--- src/hw/rtl/bhpq_pkg.sv ---
// Shared types and constants of the binary heap priority queue.
`default_nettype none

package bhpq_pkg;

    localparam int CAPACITY_DEF  = 256;
    localparam int KEY_WIDTH_DEF = 32;

    localparam logic ACT_PUSH = 1'b0;
    localparam logic ACT_POP  = 1'b1;

    typedef enum logic [1:0] {
        ST_DONE       = 2'd0,
        ST_POP_EMPTY  = 2'd1,
        ST_PUSH_FULL  = 2'd2
    } t_status;

    // where a level cell takes its write data from
    typedef enum logic [1:0] {
        WR_EXT        = 2'd0,
        WR_PARENT     = 2'd1,
        WR_CHILD_EVEN = 2'd2,
        WR_CHILD_ODD  = 2'd3
    } t_wr_src;

endpackage

`default_nettype wire

--- src/hw/rtl/bhpq_level.sv ---
// Heap level: even/odd entry banks with registered read, or root register; neighbor writes.
`default_nettype none

module bhpq_level
    import bhpq_pkg::*;
#(
    parameter int LEVEL     = 0,
    parameter int CAPACITY  = CAPACITY_DEF,
    parameter int KEY_WIDTH = KEY_WIDTH_DEF,
    parameter int OFS_W     = 2
) (
    input  wire logic                 i_clk,
    input  wire logic [OFS_W-1:0]     i_rd_ofs,
    input  wire logic                 i_wr_en,
    input  wire logic [OFS_W-1:0]     i_wr_ofs,
    input  wire t_wr_src              i_wr_src,
    input  wire logic [KEY_WIDTH-1:0] i_wr_key,
    input  wire logic [KEY_WIDTH-1:0] i_par_key,
    input  wire logic [KEY_WIDTH-1:0] i_chl_even,
    input  wire logic [KEY_WIDTH-1:0] i_chl_odd,
    output logic      [KEY_WIDTH-1:0] o_rd_even,
    output logic      [KEY_WIDTH-1:0] o_rd_odd,
    output logic      [KEY_WIDTH-1:0] o_rd_key
);

    localparam int FULL_ENT = 1 << LEVEL;
    localparam int LEFT_ENT = CAPACITY - FULL_ENT + 1;
    localparam int ENT      = (FULL_ENT < LEFT_ENT) ? FULL_ENT : LEFT_ENT;
    localparam int BDEPTH   = (ENT + 1) / 2;
    localparam int AW       = (BDEPTH > 1) ? $clog2(BDEPTH) : 1;

    logic [KEY_WIDTH-1:0] w_wr_data;

    always_comb begin
        unique case (i_wr_src)
            WR_EXT:        w_wr_data = i_wr_key;
            WR_PARENT:     w_wr_data = i_par_key;
            WR_CHILD_EVEN: w_wr_data = i_chl_even;
            WR_CHILD_ODD:  w_wr_data = i_chl_odd;
            default:       w_wr_data = i_wr_key;
        endcase
    end

    if (LEVEL == 0) begin : g_root
        logic [KEY_WIDTH-1:0] r_root;

        always_ff @(posedge i_clk) begin
            if (i_wr_en) begin
                r_root <= w_wr_data;
            end
        end

        assign o_rd_even = r_root;
        assign o_rd_odd  = r_root;
        assign o_rd_key  = r_root;
    end else begin : g_bank
        logic [KEY_WIDTH-1:0] r_even [BDEPTH];
        logic [KEY_WIDTH-1:0] r_odd  [BDEPTH];
        logic [KEY_WIDTH-1:0] r_rd_even;
        logic [KEY_WIDTH-1:0] r_rd_odd;
        logic                 r_rd_sel;
        logic [AW-1:0]        w_wr_addr;
        logic [AW-1:0]        w_rd_addr;

        assign w_wr_addr = i_wr_ofs[AW:1];
        assign w_rd_addr = i_rd_ofs[AW:1];

        always_ff @(posedge i_clk) begin
            if (i_wr_en) begin
                if (i_wr_ofs[0]) begin
                    r_odd[w_wr_addr] <= w_wr_data;
                end else begin
                    r_even[w_wr_addr] <= w_wr_data;
                end
            end
            r_rd_even <= r_even[w_rd_addr];
            r_rd_odd  <= r_odd[w_rd_addr];
            r_rd_sel  <= i_rd_ofs[0];
        end

        assign o_rd_even = r_rd_even;
        assign o_rd_odd  = r_rd_odd;
        assign o_rd_key  = r_rd_sel ? r_rd_odd : r_rd_even;
    end

endmodule

`default_nettype wire

--- config.mk ---
export PLATFORM = sky130hd
export DESIGN_NAME = bhpq_level
export DESIGN_NICKNAME = d
export VERILOG_FILES = /design/src/hw/rtl/bhpq_pkg.sv /design/src/hw/rtl/bhpq_level.sv
export SDC_FILE = /design/constraint.sdc
export NUM_CORES = 1
export LEC_CHECK = 0
export ABC_AREA = 1
export BUFFER_PORTS_ARGS = -buffer_cell sky130_fd_sc_hd__buf_4
export CAP_MARGIN = 30
export CORE_AREA = 4 4 88 90
export DETAILED_ROUTE_END_ITERATION = 8
export DIE_AREA = 0 0 92 94
export GPL_TIMING_DRIVEN = 0
export PLACE_DENSITY = 0.83
export SKIP_CTS_REPAIR_TIMING = 1
export SLEW_MARGIN = 0
export SYNTH_ARGS = -nofsm -noshare
export SYNTH_HDL_FRONTEND = slang
export SYNTH_SLANG_ARGS = --single-unit
export TNS_END_PERCENT = 5
--- constraint.sdc ---
create_clock -name i_clk -period 2.25 [get_ports i_clk]
set_input_delay 0.675 -clock i_clk [delete_from_list [all_inputs] [get_ports i_clk]]
set_output_delay 0.675 -clock i_clk [all_outputs]
set_load 0.01 [all_outputs]
==> run summary, run 1 <==
status: complete, no violations
final setup violation count: 0
sequential area share after synthesis: 39.9%
clock tree root driver cell: clkbuf_8
maximum fanout count along the critical path: 3
clock tree from TritonCTS: built
overall fraction of global-route tracks in use: 23.1%
post-route DRC violation count: 0
number of distinct library cell variants in the gate-level netlist after synthesis: 8
post-synthesis register bit count: 32
kind of start point of the critical path: register
leading area contributor after synthesis: edfxtp_1
Inserted Diodes: 0
Area growth syn-to-layout: 79.1%
number of top-level pins: 232
die area: 0.00865 sq mm
fraction of post-synthesis cell area in the top cell type by area: 39.9%
Mapped Cells: 282
Routed Antenna Nets: 0
Period Utilization, post-route: 75.5%
achievable frequency: 589 MHz
Wirelength per Cell: 17.1 um
final total negative setup slack: 0 ns
cell with the most instances after synthesis: nand3_1
main flop type after synthesis: edfxtp_1
Setup Crit Path Kind: register to output port
unrepaired setup endpoints after global routing: false
arrival time at the worst endpoint: 1.02 ns
via/cell ratio: 4.87
relative max-transition margin: 68.9%
pin count of the biggest net entering global routing: 33
Net count, final: 652
Horiz. Die Dim: 92 um
clock transition at the registers of the reported paths: 0.07 ns
Worst path most repeated cell: buf_4
Final Critical Period: 1.70 ns
total count of max-transition violations in the final report: 0
cell row count: 31
starting utilization of the core area: 34.1%
via count of the first global-routing pass: 3,036
number of flip-flops under the largest register name: 32
number of CTS-inserted buffers: 5
layout cells sized above 1: 62.0%
average cell area after synthesis: 8.53 sq um
Worst Setup Slack post-DPL: 0.583 ns
most numerous cell types in the synthesized netlist: nand3_1, buf_4, edfxtp_1, nand2_1, nand4_1
Critical Path Slowest Stage Cell: edfxtp_1
cells traversed along the worst timing path: buf_4, buf_4
global-route wire length before repair: 15.5 mm
HPWL after DPL: 8.28 mm
Mapped Nets: 418
longest individual stage delay on the worst path: 0.45 ns
number of warning messages in the yosys log: 0
level count of the clock H-tree: 2
Num Clock Sinks: 32
number of flops mapped to enable cells by yosys: 32
dominant cells by area after synthesis: edfxtp_1, buf_4, nand3_1, nand4_1, nand2_1
Critical Path End Type: output port
Leakage: 2.13 nW
class of the tightest hold or removal check: input port to register
Routed WL: 10.5 mm
MaxCap Viol Count: 0
Final WS setup: 0.551 ns
number of buffer cells added on primary ports: 227
final std cell area, no fill: 0.00431 sq mm
antenna violations before repair: 0
required time of the worst setup path: 1.57 ns
total via count after detailed routing: 2,995
DRC violation total after the first TritonRoute iteration: 121
core region area: 0.00706 sq mm
RD Place Congestion: 0.823
total cell area at the placement stage: 0.00423 sq mm
die span in y: 94 um
maximum clock path buffer count: 2
hold violation total from the final report: 0
worst IR drop on VDD: 0.248 mV
area of the mapped netlist: 0.00241 sq mm
detailed-routing iteration count for the pre-antenna-repair pass: 5
slew at the pin closest to its max-slew limit: 0.467 ns
cell area power density: 492 mW/mm^2
fraction of registers with async set/reset: 0%
aggregate global routing overflow: 0
==> kinds of logic (layout without fill, tap and decap cells) <==
family	count (synthesis)	in the layout	share of synthesized area [%]
and+or+nand+nor	161	161	33.5
buffers and inverters	89	323	26.5
DFF	32	32	39.9
==> worst paths after layout <==
check,start,end,depth (start not counted)
worst max-delay path,o_rd_even[16],o_rd_odd[16],2
worst min-delay path,i_wr_key[13],o_rd_even[13],3
==> through the flow <==
| stage | util, % | std cells | total power, mW | hold slack, ns |
|---|---|---|---|---|
| global placement | 60.0 | 608 | 1.69 | 0.952 |
| global route | 61.1 | 615 | 2.22 | 0.674 |
| CTS | 61.1 | 615 | 2.14 | 0.661 |
| detailed placement | 60.0 | 608 | 1.71 | 0.958 |
| floorplan | - | 282 | 1.19 | 0.787 |
| finish | 61.1 | 615 | 2.12 | 0.671 |
==> routing by layer <==
layer / global-route usage (%) / part of all wire [%] / vias up
met5: 0 / 0 / -
met2: 41.9 / 53 / 179
met1: 25.7 / 36 / 1379
li1: - / - / 1417
met4: 10.4 / 2.1 / 0
met3: 5.13 / 8.6 / 20
==> layout make-up <==
| type | instances | area, sq um |
|---|---|---|
| fill | 639 | 2750 |
| multi-input combinational | 161 | 807 |
| inverter | 2 | 7.51 |
| tap | 99 | 124 |
| buffer | 87 | 631 |
| timing repair buffer | 227 | 1700 |
| clock inverter | 2 | 7.51 |
| sequential | 32 | 961 |
| clock buffer | 5 | 68.8 |
==> critical path, delay by kind of cell, from the launching register on <==
kind / cells / cell delay, ns
DFF: 1 / 0.45
buffers and inverters: 2 / 0.29
==> placed cells by master, fill, tap and decap left out <==
| cell | count |
|---|---|
| buf_2 | 9 |
| buf_4 | 305 |
| clkbuf_8 | 5 |
| clkinv_1 | 2 |
| edfxtp_1 | 32 |
| inv_1 | 2 |
| nand2_1 | 32 |
| nand3_1 | 96 |
| nand4_1 | 32 |
| nor2_2 | 1 |
==> report_power, final <==
group	switching [mW]	leakage (nW)	internal, mW
registers	0.0535	0.312	0.738
clock network	0.216	0.0391	0.204
logic	0.355	1.78	0.553
total	0.624	2.13	1.49
Power figures use the tool's default switching activity.
==> inputs of run 2 (changes only) <==
- CORE_AREA: 4 4 88 90 -> default
- CORE_ASPECT_RATIO: default -> 2
- CORE_MARGIN: default -> 4
- CORE_UTILIZATION: default -> 33
- DIE_AREA: 0 0 92 94 -> default
- clock period: 2.25 -> 1.4 ns (I/O delays scaled with it)
==> run summary, run 2 (synthesis results as in run 1) <==
status: complete, no violations
final setup violation count: 0 (unchanged)
core region area: 0.00699 sq mm (-0.92%)
Routed Antenna Nets: 0 (unchanged)
cell row count: 43 (+39%)
slew at the pin closest to its max-slew limit: 0.373 ns (-0.0934 ns)
origin of the worst min-delay path: i_wr_key[8]
aggregate global routing overflow: 0 (unchanged)
arrival time at the worst endpoint: 0.97 ns (-0.05 ns)
Final Critical Period: 1.39 ns
total cell area at the placement stage: 0.00422 sq mm (-0.27%)
share of total power in the clock network: 25.0% (+5.2 points)
via count of the first global-routing pass: 2,818 (-7.2%)
Buf/Inv on CP: 2 (unchanged)
unrepaired setup endpoints after global routing: true
Net count, final: 652 (unchanged)
proportion of total power due to net switching: 26.2% (-3.2 points)
clock tree from TritonCTS: built
via/cell ratio: 4.95 (+1.7%)
layout cells sized above 1: 61.9% (-0.12 points)
hold violation total from the final report: 0 (unchanged)
cells traversed along the worst timing path: buf_4, buf_4
HPWL after DPL: 8.67 mm (+4.7%)
total count of max-transition violations in the final report: 0 (unchanged)
clock transition at the registers of the reported paths: 0.05 ns (-0.02 ns)
final total negative setup slack: 0 ns (unchanged)
Reg power frac: 33.1% (-4.2 points)
maximum fanout count along the critical path: 3 (unchanged)
Area growth syn-to-layout: 89.6%
Num Clock Sinks: 32 (unchanged)
Logic pwr share: 41.8% (-1.1 points)
class of the tightest hold or removal check: input port to register
maximum clock path buffer count: 2 (unchanged)
MaxCap Viol Count: 0 (unchanged)
level count of the clock H-tree: 2 (unchanged)
Setup Crit Path Kind: register to output port
Critical Path Slowest Stage Cell: edfxtp_1
Worst Setup Slack post-DPL: -0.00128 ns (-0.584 ns)
die area: 0.00880 sq mm (+1.8%)
final core utilization: 65.2% (+4.2 points)
kind of start point of the critical path: register
most common cell after layout, fill and taps aside: buf_4
antenna violations before repair: 0 (unchanged)
number of CTS-inserted buffers: 5 (unchanged)
Inserted Diodes: 0 (unchanged)
Worst path most repeated cell: buf_4
pin count of the biggest net entering global routing: 33 (unchanged)
worst IR drop on VDD: 0.615 mV (+150%)
Setup crit start: o_rd_even[8]
Final WS setup: 0.00836 ns (-0.543 ns)
Critical Path End Type: output port
longest individual stage delay on the worst path: 0.42 ns (-0.03 ns)
total via count after detailed routing: 3,007 (+0.40%)
achievable frequency: 719 MHz
Top Family by Delay on Critical Path: flip-flops
number of top-level pins: 232 (unchanged)
final std cell area, no fill: 0.00456 sq mm (+5.8%)
number of buffer cells added on primary ports: 227 (unchanged)
clock tree root driver cell: clkbuf_16
cell area power density: 841 mW/mm^2 (+71%)
Total Power Consumption: 3.83 mW (+81%)
Routed WL: 9.98 mm (-5.0%)
RD Place Congestion: 0.978 (+19%)
required time of the worst setup path: 0.98 ns (-0.59 ns)
switching power: 1.01 mW (+61%)
starting utilization of the core area: 34.4% (+0.32 points)
DRC violation total after the first TritonRoute iteration: 122 (+0.83%)
Horiz. Die Dim: 68.4 um (-26%)
Period Utilization, post-route: 99.4%
relative max-transition margin: 75.1% (+6.2 points)
die span in y: 129 um (+37%)
commonest non-fill, non-tap cells in the layout: buf_4, nand3_1, buf_6
overall fraction of global-route tracks in use: 21.0% (-2.0 points)
Leakage: 2.22 nW (+4.4%)
Internal Power: 2.83 mW (+89%)
global-route wire length before repair: 13.8 mm (-11%)
post-route DRC violation count: 0 (unchanged)
Wirelength per Cell: 16.4 um (-3.8%)
detailed-routing iteration count for the pre-antenna-repair pass: 5 (unchanged)
number of flip-flops under the largest register name: 32 (unchanged)
run 2: through the flow:
step	instances	hold slack, ns
final	607	0.441
after global routing	607	0.447
after global placement	599	0.703
after floorplan	282	0.532
after detailed placement	599	0.713
after CTS	607	0.440
run 2: power by group through the flow:
stage / clock network (mW) / registers, mW / logic [mW]
2_1_floorplan: 0 / 1.32 / 0.588
3_3_place_gp: 0 / 1.28 / 1.45
3_5_place_dp: 0 / 1.29 / 1.48
4_1_cts: 0.980 / 1.27 / 1.48
5_1_grt: 1.03 / 1.29 / 1.70
6_report: 0.960 / 1.27 / 1.60
run 2: layout make-up:
cell class,count,area [sq um]
inverters,2,7.51
fillers,578,2430
repair buffers,227,1910
clock buffers,7,133
plain buffers,87,631
clock inverters,1,3.75
flip-flops and latches,32,961
well taps,90,113
multi-input cells,161,807
run 2: per-layer routing:
layer / track usage, % / vias to the layer above / routed length [um]
li1: - / 1419 / -
met1: 22.4 / 1350 / 3140
met2: 38.3 / 206 / 5580
met3: 2.01 / 32 / 841
met4: 11.7 / 0 / 419
met5: 0 / - / 0
run 2: tightest hold or removal path, cell delays in order:
cell and delay (ns):
buf_4 0.08, nand2_1 0.04, nand4_1 0.05
run 2: final timing paths:
kind,endpoint,cells after the start
worst max-delay path,o_rd_key[8],2
worst min-delay path,o_rd_even[8],3
